[config.mk]
export PLATFORM = sky130hd
export DESIGN_NAME = rational_arith_reduce
export DESIGN_NICKNAME = d
export VERILOG_FILES = /design/src/design/rar_pkg.sv /design/src/design/rar_mul.sv /design/src/design/rar_div.sv /design/src/design/rational_arith_reduce.sv
export SDC_FILE = /design/constraint.sdc
export NUM_CORES = 2
export LEC_CHECK = 0
export ABC_CLOCK_PERIOD_IN_PS = 6790
export BUFFER_PORTS_ARGS = -buffer_cell sky130_fd_sc_hd__buf_4
export CAP_MARGIN = 20
export CELL_PAD_IN_SITES_DETAIL_PLACEMENT = 1
export CELL_PAD_IN_SITES_GLOBAL_PLACEMENT = 1
export CORE_MARGIN = 2
export CORE_UTILIZATION = 45
export DETAILED_ROUTE_END_ITERATION = 8
export PLACE_DENSITY_LB_ADDON = 0.3
export SLEW_MARGIN = 10
export SYNTH_ARGS = -nofsm -noshare
export SYNTH_HDL_FRONTEND = slang
export SYNTH_SLANG_ARGS = --single-unit
export TNS_END_PERCENT = 5
[constraint.sdc]
create_clock -name i_clk -period 6.79 [get_ports i_clk]
set_clock_uncertainty 0.05 [all_clocks]
set_input_delay 1.0185 -clock i_clk [delete_from_list [all_inputs] [get_ports i_clk]]
set_output_delay 1.0185 -clock i_clk [all_outputs]
set_load 0.05 [all_outputs]
[src/design/rar_pkg.sv]
package rar_pkg;

    typedef enum logic [2:0] {
        S_IDLE,
        S_MUL,
        S_COMB,
        S_GCD,
        S_DIV,
        S_DONE
    } t_state;

    typedef enum logic [1:0] {
        OP_ADD = 2'd0,
        OP_SUB = 2'd1,
        OP_MUL = 2'd2,
        OP_DIV = 2'd3
    } t_op;

    // Load and shift strobes shared by a group of serial lanes.
    typedef struct packed {
        logic load;
        logic step;
    } t_lane_ctl;

    localparam int NUM_OUT_W = 33;
    localparam int DEN_OUT_W = 32;

endpackage

[src/design/rar_mul.sv]
module rar_mul #(
    parameter int WIDTH = 16
) (
    input  logic                  i_clk,
    input  rar_pkg::t_lane_ctl    i_ctl,
    input  logic [WIDTH-1:0]      i_mcand,
    input  logic [WIDTH-1:0]      i_mplr,
    output logic [2*WIDTH-1:0]    o_prod
);

    logic [WIDTH-1:0]   r_mcand;
    logic [2*WIDTH-1:0] r_prod;
    logic [WIDTH:0]     n_upper;

    // One multiplier bit per cycle while step is set: the low half shifts the multiplier out
    // while the partial sum grows into the high half.
    always_comb begin
        n_upper = {1'b0, r_prod[2*WIDTH-1:WIDTH]}
                + (r_prod[0] ? {1'b0, r_mcand} : {(WIDTH+1){1'b0}});
    end

    always_ff @(posedge i_clk) begin
        if (i_ctl.load) begin
            r_mcand <= i_mcand;
            r_prod  <= {{WIDTH{1'b0}}, i_mplr};
        end else if (i_ctl.step) begin
            r_prod  <= {n_upper, r_prod[WIDTH-1:1]};
        end
    end

    assign o_prod = r_prod;

endmodule

[src/design/rar_div.sv]
module rar_div #(
    parameter int WIDTH = 32
) (
    input  logic                  i_clk,
    input  rar_pkg::t_lane_ctl    i_ctl,
    input  logic [WIDTH-1:0]      i_dividend,
    input  logic [WIDTH-1:0]      i_divisor,
    output logic [WIDTH-1:0]      o_quot
);

    logic [WIDTH-1:0] r_quot;
    logic [WIDTH-1:0] r_rem;
    logic [WIDTH:0]   trial;
    logic [WIDTH:0]   diff;
    logic             fits;

    // Restoring division, one quotient bit per cycle while step is set. The remainder stays
    // below the divisor, so it fits in WIDTH bits between steps.
    always_comb begin
        trial = {r_rem, r_quot[WIDTH-1]};
        diff  = trial - {1'b0, i_divisor};
        fits  = (trial >= {1'b0, i_divisor});
    end

    always_ff @(posedge i_clk) begin
        if (i_ctl.load) begin
            r_quot <= i_dividend;
            r_rem  <= '0;
        end else if (i_ctl.step) begin
            r_quot <= {r_quot[WIDTH-2:0], fits};
            r_rem  <= fits ? diff[WIDTH-1:0] : trial[WIDTH-1:0];
        end
    end

    assign o_quot = r_quot;

endmodule

[src/design/rational_arith_reduce.sv]
// Channel   Direction  Handshake            Payload
// input     in         i_valid / o_ready    i_op, i_a_num, i_a_den, i_b_num, i_b_den
// result    out        o_valid / i_ready    o_res_num, o_res_den, o_den_zero
//
// One item at a time. An item passes through the serial multiplier lanes, a
// combine step, binary gcd steps and the restoring divider lanes; a zero
// numerator or denominator skips the gcd and the division.
// Reset is synchronous and active low and clears the control state only.
// A waiting result sits in the output register while the next item is taken;
// a finished item waits in its last state until that register is free.
module rational_arith_reduce #(
    parameter int OPERAND_WIDTH = 16
) (
    input  logic                                i_clk,
    input  logic                                i_rst_n,
    input  logic                                i_valid,
    output logic                                o_ready,
    input  logic [1:0]                          i_op,
    input  logic signed [OPERAND_WIDTH-1:0]     i_a_num,
    input  logic signed [OPERAND_WIDTH-1:0]     i_a_den,
    input  logic signed [OPERAND_WIDTH-1:0]     i_b_num,
    input  logic signed [OPERAND_WIDTH-1:0]     i_b_den,
    output logic                                o_valid,
    input  logic                                i_ready,
    output logic signed [rar_pkg::NUM_OUT_W-1:0] o_res_num,
    output logic signed [rar_pkg::DEN_OUT_W-1:0] o_res_den,
    output logic                                o_den_zero
);

    localparam int W  = OPERAND_WIDTH;
    localparam int MW = 2 * OPERAND_WIDTH;
    localparam int CW = $clog2(MW);
    localparam int XW = (MW + 1 > rar_pkg::NUM_OUT_W) ? MW + 1 : rar_pkg::NUM_OUT_W;

    rar_pkg::t_state    r_state, n_state;
    rar_pkg::t_op       r_op;
    rar_pkg::t_lane_ctl ctl_mul, ctl_div;

    logic [CW-1:0] r_cnt;
    logic [2:0]    r_sgn;
    logic [MW-1:0] r_n, r_d, r_u, r_v;
    logic          r_n_neg, r_d_neg, r_den_zero, r_reduced;

    logic                               r_out_valid, r_out_dz;
    logic [rar_pkg::NUM_OUT_W-1:0]      r_res_num;
    logic [rar_pkg::DEN_OUT_W-1:0]      r_res_den;

    logic          an_neg, ad_neg, bn_neg, bd_neg;
    logic [W-1:0]  an_mag, ad_mag, bn_mag, bd_mag;
    logic [W-1:0]  l0_mplr, l2_mplr;
    logic [2:0]    in_sgn;
    logic          in_mul, in_div;

    logic [MW-1:0] prod0, prod1, prod2, quot_n, quot_d;
    logic          p_neg, q_neg, d_neg;
    logic [MW-1:0] add_mag, cmb_n;
    logic          add_neg, cmb_n_neg;
    logic          gcd_end, out_free;
    logic [MW-1:0] fin_n, fin_d, gcd_val;
    logic [XW-1:0] ext_n, ext_d, sval_n, sval_d;

    // Sign and magnitude of the operand fields.
    always_comb begin
        an_neg = i_a_num[W-1];
        ad_neg = i_a_den[W-1];
        bn_neg = i_b_num[W-1];
        bd_neg = i_b_den[W-1];
        an_mag = an_neg ? (~i_a_num + 1'b1) : i_a_num;
        ad_mag = ad_neg ? (~i_a_den + 1'b1) : i_a_den;
        bn_mag = bn_neg ? (~i_b_num + 1'b1) : i_b_num;
        bd_mag = bd_neg ? (~i_b_den + 1'b1) : i_b_den;
        in_mul = (rar_pkg::t_op'(i_op) == rar_pkg::OP_MUL);
        in_div = (rar_pkg::t_op'(i_op) == rar_pkg::OP_DIV);
        // Lane 0 gives the numerator product, or the first cross product for add and
        // subtract, lane 1 the second cross product for add and subtract, lane 2 the denominator product.
        l0_mplr   = in_mul ? bn_mag : bd_mag;
        l2_mplr   = in_div ? bn_mag : bd_mag;
        in_sgn[0] = an_neg ^ (in_mul ? bn_neg : bd_neg);
        in_sgn[1] = bn_neg ^ ad_neg;
        in_sgn[2] = ad_neg ^ (in_div ? bn_neg : bd_neg);
    end

    rar_mul #(.WIDTH(W)) u_mul0 (
        .i_clk(i_clk), .i_ctl(ctl_mul), .i_mcand(an_mag), .i_mplr(l0_mplr), .o_prod(prod0)
    );
    rar_mul #(.WIDTH(W)) u_mul1 (
        .i_clk(i_clk), .i_ctl(ctl_mul), .i_mcand(bn_mag), .i_mplr(ad_mag), .o_prod(prod1)
    );
    rar_mul #(.WIDTH(W)) u_mul2 (
        .i_clk(i_clk), .i_ctl(ctl_mul), .i_mcand(ad_mag), .i_mplr(l2_mplr), .o_prod(prod2)
    );

    // Combine the products into a signed-magnitude numerator and denominator.
    always_comb begin
        p_neg = r_sgn[0] && (prod0 != '0);
        q_neg = (r_sgn[1] ^ (r_op == rar_pkg::OP_SUB)) && (prod1 != '0);
        d_neg = r_sgn[2] && (prod2 != '0);
        if (p_neg == q_neg) begin
            add_mag = prod0 + prod1;
            add_neg = p_neg;
        end else if (prod0 >= prod1) begin
            add_mag = prod0 - prod1;
            add_neg = p_neg;
        end else begin
            add_mag = prod1 - prod0;
            add_neg = q_neg;
        end
        if (r_op == rar_pkg::OP_ADD || r_op == rar_pkg::OP_SUB) begin
            cmb_n     = add_mag;
            cmb_n_neg = add_neg && (add_mag != '0);
        end else begin
            cmb_n     = prod0;
            cmb_n_neg = p_neg;
        end
    end

    assign gcd_end  = (r_u == '0) || (r_v == '0);
    assign gcd_val  = r_u | r_v;
    assign out_free = !r_out_valid || i_ready;

    rar_div #(.WIDTH(MW)) u_div_n (
        .i_clk(i_clk), .i_ctl(ctl_div), .i_dividend(r_n), .i_divisor(gcd_val), .o_quot(quot_n)
    );
    rar_div #(.WIDTH(MW)) u_div_d (
        .i_clk(i_clk), .i_ctl(ctl_div), .i_dividend(r_d), .i_divisor(gcd_val), .o_quot(quot_d)
    );

    always_comb begin
        n_state = r_state;
        unique case (r_state)
            rar_pkg::S_IDLE: if (i_valid) n_state = rar_pkg::S_MUL;
            rar_pkg::S_MUL:  if (r_cnt == '0) n_state = rar_pkg::S_COMB;
            rar_pkg::S_COMB: begin
                if (prod2 == '0 || cmb_n == '0) n_state = rar_pkg::S_DONE;
                else n_state = rar_pkg::S_GCD;
            end
            rar_pkg::S_GCD:  if (gcd_end) n_state = rar_pkg::S_DIV;
            rar_pkg::S_DIV:  if (r_cnt == '0) n_state = rar_pkg::S_DONE;
            rar_pkg::S_DONE: if (out_free) n_state = rar_pkg::S_IDLE;
            default:         n_state = rar_pkg::S_IDLE;
        endcase
    end

    always_comb begin
        o_ready      = (r_state == rar_pkg::S_IDLE);
        ctl_mul.load = (r_state == rar_pkg::S_IDLE) && i_valid;
        ctl_mul.step = (r_state == rar_pkg::S_MUL);
        ctl_div.load = (r_state == rar_pkg::S_GCD) && gcd_end;
        ctl_div.step = (r_state == rar_pkg::S_DIV);
    end

    always_ff @(posedge i_clk) begin
        if (!i_rst_n) begin
            r_state <= rar_pkg::S_IDLE;
        end else begin
            r_state <= n_state;
        end
    end

    always_ff @(posedge i_clk) begin
        if (ctl_mul.load) begin
            r_cnt <= CW'(W - 1);
            r_op  <= rar_pkg::t_op'(i_op);
            r_sgn <= in_sgn;
        end else if (ctl_div.load) begin
            r_cnt <= CW'(MW - 1);
        end else if (ctl_mul.step || ctl_div.step) begin
            r_cnt <= r_cnt - 1'b1;
        end

        if (r_state == rar_pkg::S_COMB) begin
            r_n        <= cmb_n;
            r_n_neg    <= cmb_n_neg;
            r_d        <= prod2;
            r_d_neg    <= d_neg;
            r_u        <= cmb_n;
            r_v        <= prod2;
            r_den_zero <= (prod2 == '0);
            r_reduced  <= (prod2 != '0) && (cmb_n != '0);
        end else if (r_state == rar_pkg::S_GCD && !gcd_end) begin
            priority if (!r_u[0] && !r_v[0]) begin
                // A common factor of two comes off the operands themselves
                // too, so the dividers only see the odd part of the gcd.
                r_u <= r_u >> 1;
                r_v <= r_v >> 1;
                r_n <= r_n >> 1;
                r_d <= r_d >> 1;
            end else if (!r_u[0]) begin
                r_u <= r_u >> 1;
            end else if (!r_v[0]) begin
                r_v <= r_v >> 1;
            end else if (r_u >= r_v) begin
                r_u <= (r_u - r_v) >> 1;
            end else begin
                r_v <= (r_v - r_u) >> 1;
            end
        end
    end

    always_comb begin
        fin_n  = r_reduced ? quot_n : r_n;
        fin_d  = r_reduced ? quot_d : r_d;
        ext_n  = {{(XW-MW){1'b0}}, fin_n};
        ext_d  = {{(XW-MW){1'b0}}, fin_d};
        sval_n = r_n_neg ? (~ext_n + 1'b1) : ext_n;
        sval_d = r_d_neg ? (~ext_d + 1'b1) : ext_d;
    end

    always_ff @(posedge i_clk) begin
        if (!i_rst_n) begin
            r_out_valid <= 1'b0;
        end else if (r_state == rar_pkg::S_DONE && out_free) begin
            r_out_valid <= 1'b1;
        end else if (i_ready) begin
            r_out_valid <= 1'b0;
        end
    end

    always_ff @(posedge i_clk) begin
        if (r_state == rar_pkg::S_DONE && out_free) begin
            r_res_num <= sval_n[rar_pkg::NUM_OUT_W-1:0];
            r_res_den <= sval_d[rar_pkg::DEN_OUT_W-1:0];
            r_out_dz  <= r_den_zero;
        end
    end

    assign o_valid    = r_out_valid;
    assign o_res_num  = r_res_num;
    assign o_res_den  = r_res_den;
    assign o_den_zero = r_out_dz;

endmodule

# Word-level counts from Yosys, hierarchy flattened
# Index checks and enable logic that the tools add are counted.
# classes
add_sub_neg	17
mul	0
n_div	0
n_lt_le_gt_ge	4
eq_ne	17
shifts	0
n_mux	62
n_bitwise	11
n_reduce_logical	44
# ops
cell	count
32-bit two-way mux	31
16-bit two-way mux	14
32-bit subtractor	6
32-bit nonzero test	5
32-bit zero test	4
33-bit by 32-bit >= comparator with 1-bit output	2
16-bit by 1-bit adder with 16-bit output, second input constant	4
32-bit >= comparator	2
16-bit inverter	4
16-bit by 16-bit adder with 17-bit output	3
33-bit by 1-bit adder with 33-bit output, second input constant	1
32-bit inverter with 33-bit output	1
32-bit by 1-bit adder with 32-bit output, second input constant	1
32-bit adder	1
32-bit inverter	1
32-bit bitwise OR	1
3-bit two-way mux	6
3-bit one-hot mux with 6 select lines	1
15-bit two-way mux	1
2-bit nonzero test	6
1-bit logical AND	10
5-bit two-way mux	2
4-bit by 1-bit inequality test with 1-bit output, second input constant	2
1-bit two-way mux	7
other kinds (21)	39
# totals
regBits	484
latch_bits	0
mem_bits_rw	0
romBits	0
in_bits	70
output_inout_bits	68
word_cells	189
n_memories	0

# Longest topological paths before layout
# depth
depth_word	10
ltp_mapped	25
mapped_depth_nobuf	19

# Modules after synthesis
# From an unflattened synthesis, not the netlist that was laid out.
# hier_totals
hier_cells	4630
area_unflattened_um2	40013.4
# modules_own_cells
mod	n_inst	cells_per_inst	area_per_inst_um2	seq_area_each_um2
rational_arith_reduce	1	2883	22912.0	6276.0
rar_mul	3	228	2592.5	1281.2
rar_div (u_div_d)	1	533	4693.3	1601.5
rar_div (u_div_n)	1	530	4630.7	1601.5

# Least setup slack after synthesis
# No wires, ideal clock.
# synth_timing
kind	register to register
start	register r_u[0]
end	register r_v[10] (enable)
setup_ps	393
t_arrival_ps	6525
t_required_ps	6347
slack_ps	-178
stages_incl_launch_ff	9
path_buffers	0
period_less_slack_ps	6968
cell_sequence	edfxtp_1 nor4_1 nand4_1 o22ai_1 inv_1 nand3_1 o21ai_0 a21o_1 o31a_1
# synth_via
elab_chain_cells	6
word_cells_on_any_way	11
classes_between	order compare (1); eq/ne (1); reduce/logical (9)
# synth_lines
element	line	source
start: declaration	rational_arith_reduce.sv:41	logic [MW-1:0] r_n, r_d, r_u, r_v;
start signal: assignment	rational_arith_reduce.sv:176	r_u <= cmb_n;
start signal: assignment	rational_arith_reduce.sv:184	r_u <= r_u >> 1;
start signal: assignment	rational_arith_reduce.sv:189	r_u <= r_u >> 1;
branches (longest 5 deep; another with 32-bit >= comparator)	--	
3-bit AND reduction (no line) *	--	
end signal: assignment	rational_arith_reduce.sv:177	r_v <= prod2;
end signal: assignment	rational_arith_reduce.sv:185	r_v <= r_v >> 1;
end signal: assignment	rational_arith_reduce.sv:191	r_v <= r_v >> 1;
end: declaration	rational_arith_reduce.sv:41	
# Mark *: on every way between the ends.
# A chain may end at the register's enable or synchronous reset.

# Worst setup path in the final report
# layout_timing
start	register u_mul1.r_prod[0], in the netlist u_mul1.o_prod[0]
end	register r_n_neg, data pin
# layout_via
elab_chain_cells	7
word_cells_on_any_way	14
classes_between	add/sub (3); order compare (1); eq/ne (1); mux (5); reduce/logical (4)
# layout_lines
element	line	source
start: declaration	rar_mul.sv:12	logic [2*WIDTH-1:0] r_prod;
start signal: assignment	rar_mul.sv:25	r_prod <= {{WIDTH{1'b0}}, i_mplr};
start signal: assignment	rar_mul.sv:27	r_prod <= {n_upper, r_prod[WIDTH-1:1]};
branches (longest 5 deep; another with 32-bit subtractor)	--	
1-bit logical AND *	rational_arith_reduce.sv:110	cmb_n_neg = add_neg && (add_mag != '0);
1-bit two-way mux *	rational_arith_reduce.sv:108	if (r_op == rar_pkg::OP_ADD || r_op == rar_pkg::OP_SUB) begin
named net cmb_n_neg	rational_arith_reduce.sv:57	logic add_neg, cmb_n_neg;
end signal: assignment	rational_arith_reduce.sv:173	r_n_neg <= cmb_n_neg;
end: declaration	rational_arith_reduce.sv:42	logic r_n_neg, r_d_neg, r_den_zero, r_reduced;
# Mark *: on every way through the listed nets, which the timed path passes.

==> results.json <==
{
  "status": "completed",
  "pre_cts_ws_ns": 1.32,
  "cts_hold_buf": 0,
  "layout_commonest_cell": "nand2_1",
  "start_util": 0.455,
  "grt_pass1_wl_um": 226000,
  "wl_met2_um": 70800,
  "worstPathMaxFanout": 20,
  "final_nets": 4888,
  "synth-seq-cells": 484,
  "finalCriticalPeriod_ns": 5.73,
  "top_layer": "met5",
  "routabilityCongestion": 1.05,
  "rrSetupSlack_ns": 1.06,
  "report.final.slew_viol_count": 0,
  "crit_type": "reg2reg",
  "cts_resized": 0,
  "netlist_area_mm2": 0.0389,
  "fmax_mhz": 175,
  "ys_seq_area_frac": 0.343,
  "die_w_um": 298,
  "cts_inserted_buffers": 58,
  "vias": 35500,
  "cts_buffer_depth": 3,
  "drive_gt1_frac": 0.0952,
  "avgViaCountPerCell": 6.24,
  "synth_edf_count": 363,
  "wl_per_cell_um": 26.4,
  "synth_fa_ha_area_frac": 0.105,
  "most-common-layout-cells": "nand2_1, edfxtp_1, nor2_1, a21oi_1, ha_1",
  "layout_worst_path_cycle_share": 0.844,
  "ys.flop_type": "edfxtp_1",
  "die-area_mm2": 0.0888,
  "synth_xor_area_frac": 0.0673,
  "synth-simple-area-share": 0.178,
  "synth_fp_nets": 4857,
  "gr-usage-all-layers": 0.328,
  "drt-total-wl_um": 150000,
  "finalWorstSetupSlack_ns": 1.06,
  "drt_iter0_markers": 2971,
  "p_leak_nw": 17.4,
  "rsz0062_at_grt": "false",
  "insertedDiodeCount": 0,
  "io_buffer_count": 137,
  "pin_count": 138,
  "powerDensity_mw_per_mm2": 442,
  "min_path_type": "reg2reg",
  "synth_cell_type_count": 108,
  "insertion_delay_ns": 0.68,
  "finalSetupViolCount": 0,
  "final.setup.tns_ns": 0,
  "die-height_um": 298,
  "antenna_found_initial": 5,
  "grt_pass1_vias": 36000,
  "end_kind": "flip-flop",
  "grt_max_degree": 142,
  "hold_viol": 0,
  "synthMuxAreaShare": 0.0508,
  "grt-ovfl-total": 0,
  "syn_to_final_growth_pct": 10.4,
  "wl_met1_um": 62000,
  "synthCells": 4467,
  "rows": 107,
  "cp.arrival_ns": 6.03,
  "cpMaxStageDelayCell": "edfxtp_1",
  "yosys_warnings": 0,
  "crit_path_cell_trace": "ha_1, fa_1, nand2b_1, a21o_1, a21o_1, o311ai_4, a21oi_4, o21ai_2, buf_4, mux2i_1, mux2_2, nand4_1, a2111oi_0, nand4_1, o21ai_1, o21ai_1",
  "wl_met3_um": 8720,
  "required_ns": 7.09,
  "largest_reg_flops": 33,
  "drc": 0,
  "relSlewSlack": 0.285,
  "core_area_mm2": 0.0854,
  "critPathLaunchType": "flip-flop",
  "cap_violations": 0,
  "async_flop_share": 0,
  "tightestPinTransition_ns": 1.06,
  "synth_compound_area_frac": 0.208,
  "post_synth.cell_area_avg_um2": 8.71,
  "cts_tree": "yes",
  "drtPass1Iterations": 6,
  "ir_drop_v": 0.000297,
  "synth_top_family_by_area": "compound AO/OA/AOI/OAI gates",
  "cts_root_buf": "clkbuf_16",
  "slowest_delay_ns": 0.67,
  "clkSlewWorstSetupHoldPaths_ns": 0.06,
  "cts_sinks": 484,
  "htreeDepth": 2,
  "hpwl_um": 117000,
  "postCtsSetupBuffers": 0,
  "ant_nets": 0
}
## cell usage after synthesis (all sizes together) (50+ instances only)
cell | count | area (µm²)
inv | 261 | 980
ha | 310 | 3880
edfxtp | 363 | 10900
mux2i | 116 | 1160
nor3 | 122 | 611
a21o | 75 | 564
nand3 | 127 | 636
a21oi | 330 | 1680
xor2 | 112 | 988
mux2 | 72 | 811
buf | 76 | 380
clkbuf | 143 | 537
o21bai | 64 | 480
o21ai | 343 | 1730
nor2 | 352 | 1320
and2 | 77 | 482
nand4 | 50 | 313
dfxtp | 121 | 2420
nor4 | 66 | 419
nand2 | 435 | 1630
xnor2 | 186 | 1630
## worst max-delay path: cells and delay by family (launching register included)
kind	cells	cell delay, ns
mux	2	0.67
flops	1	0.67
fa+ha+maj	2	0.80
compound gates	8	2.30
simple gates	3	0.51
buf+inv	1	0.38
## layer usage
metal,track usage,up-vias
li1,-,16300
met1,0.419,17700
met2,0.544,1194
met3,0.0394,350
met4,0.173,4
met5,0,-
## layout make-up
cell class	instances	area (µm²)
Clock buffer	69	1500
Clock inverter	39	447
Fill cell	10100	42500
Inverter	264	995
Multi-Input combinational cell	3500	23800
Sequential cell	484	13300
Tap cell	1144	1430
Timing Repair Buffer	190	1480
## through the flow
stage / cell area, µm² / utilization / std cells / total power (W) / hold slack [ns]
after floorplan: 38900 / - / 4467 / 0.0117 / 0.350
after global placement: 40900 / 0.479 / 5578 / 0.0153 / 0.359
after detailed placement: 40900 / 0.479 / 5579 / 0.0154 / 0.384
after CTS: 42900 / 0.502 / 5687 / 0.0187 / 0.404
after global routing: 42900 / 0.503 / 5690 / 0.0199 / 0.416
final: 42900 / 0.503 / 5690 / 0.0190 / 0.399
## kinds of logic after synthesis
group / count (synthesis)
flip-flops: 484
multiplexers: 188
AND/OR/NAND/NOR: 1449
AO/OA/AOI/OAI: 1245
XOR/XNOR: 298
adder cells (fa/ha/maj): 320
buffers and inverters: 483
## where the power goes
part | internal [W] | switching [W]
Sequential | 0.00380 | 0.000797
Clock | 0.00186 | 0.00141
Combinational | 0.00374 | 0.00739
## final timing paths
| path | startpoint | endpoint | depth (start not counted) |
|---|---|---|---|
| setup / recovery | u_mul1.o_prod[0] | r_n_neg | 16 |
| hold / removal | r_den_zero | o_den_zero | 0 |
| hold reg to reg | r_den_zero | o_den_zero | 0 |
| setup reg to reg | u_mul1.o_prod[0] | r_n_neg | 16 |
Power figures use the tool's default switching activity.
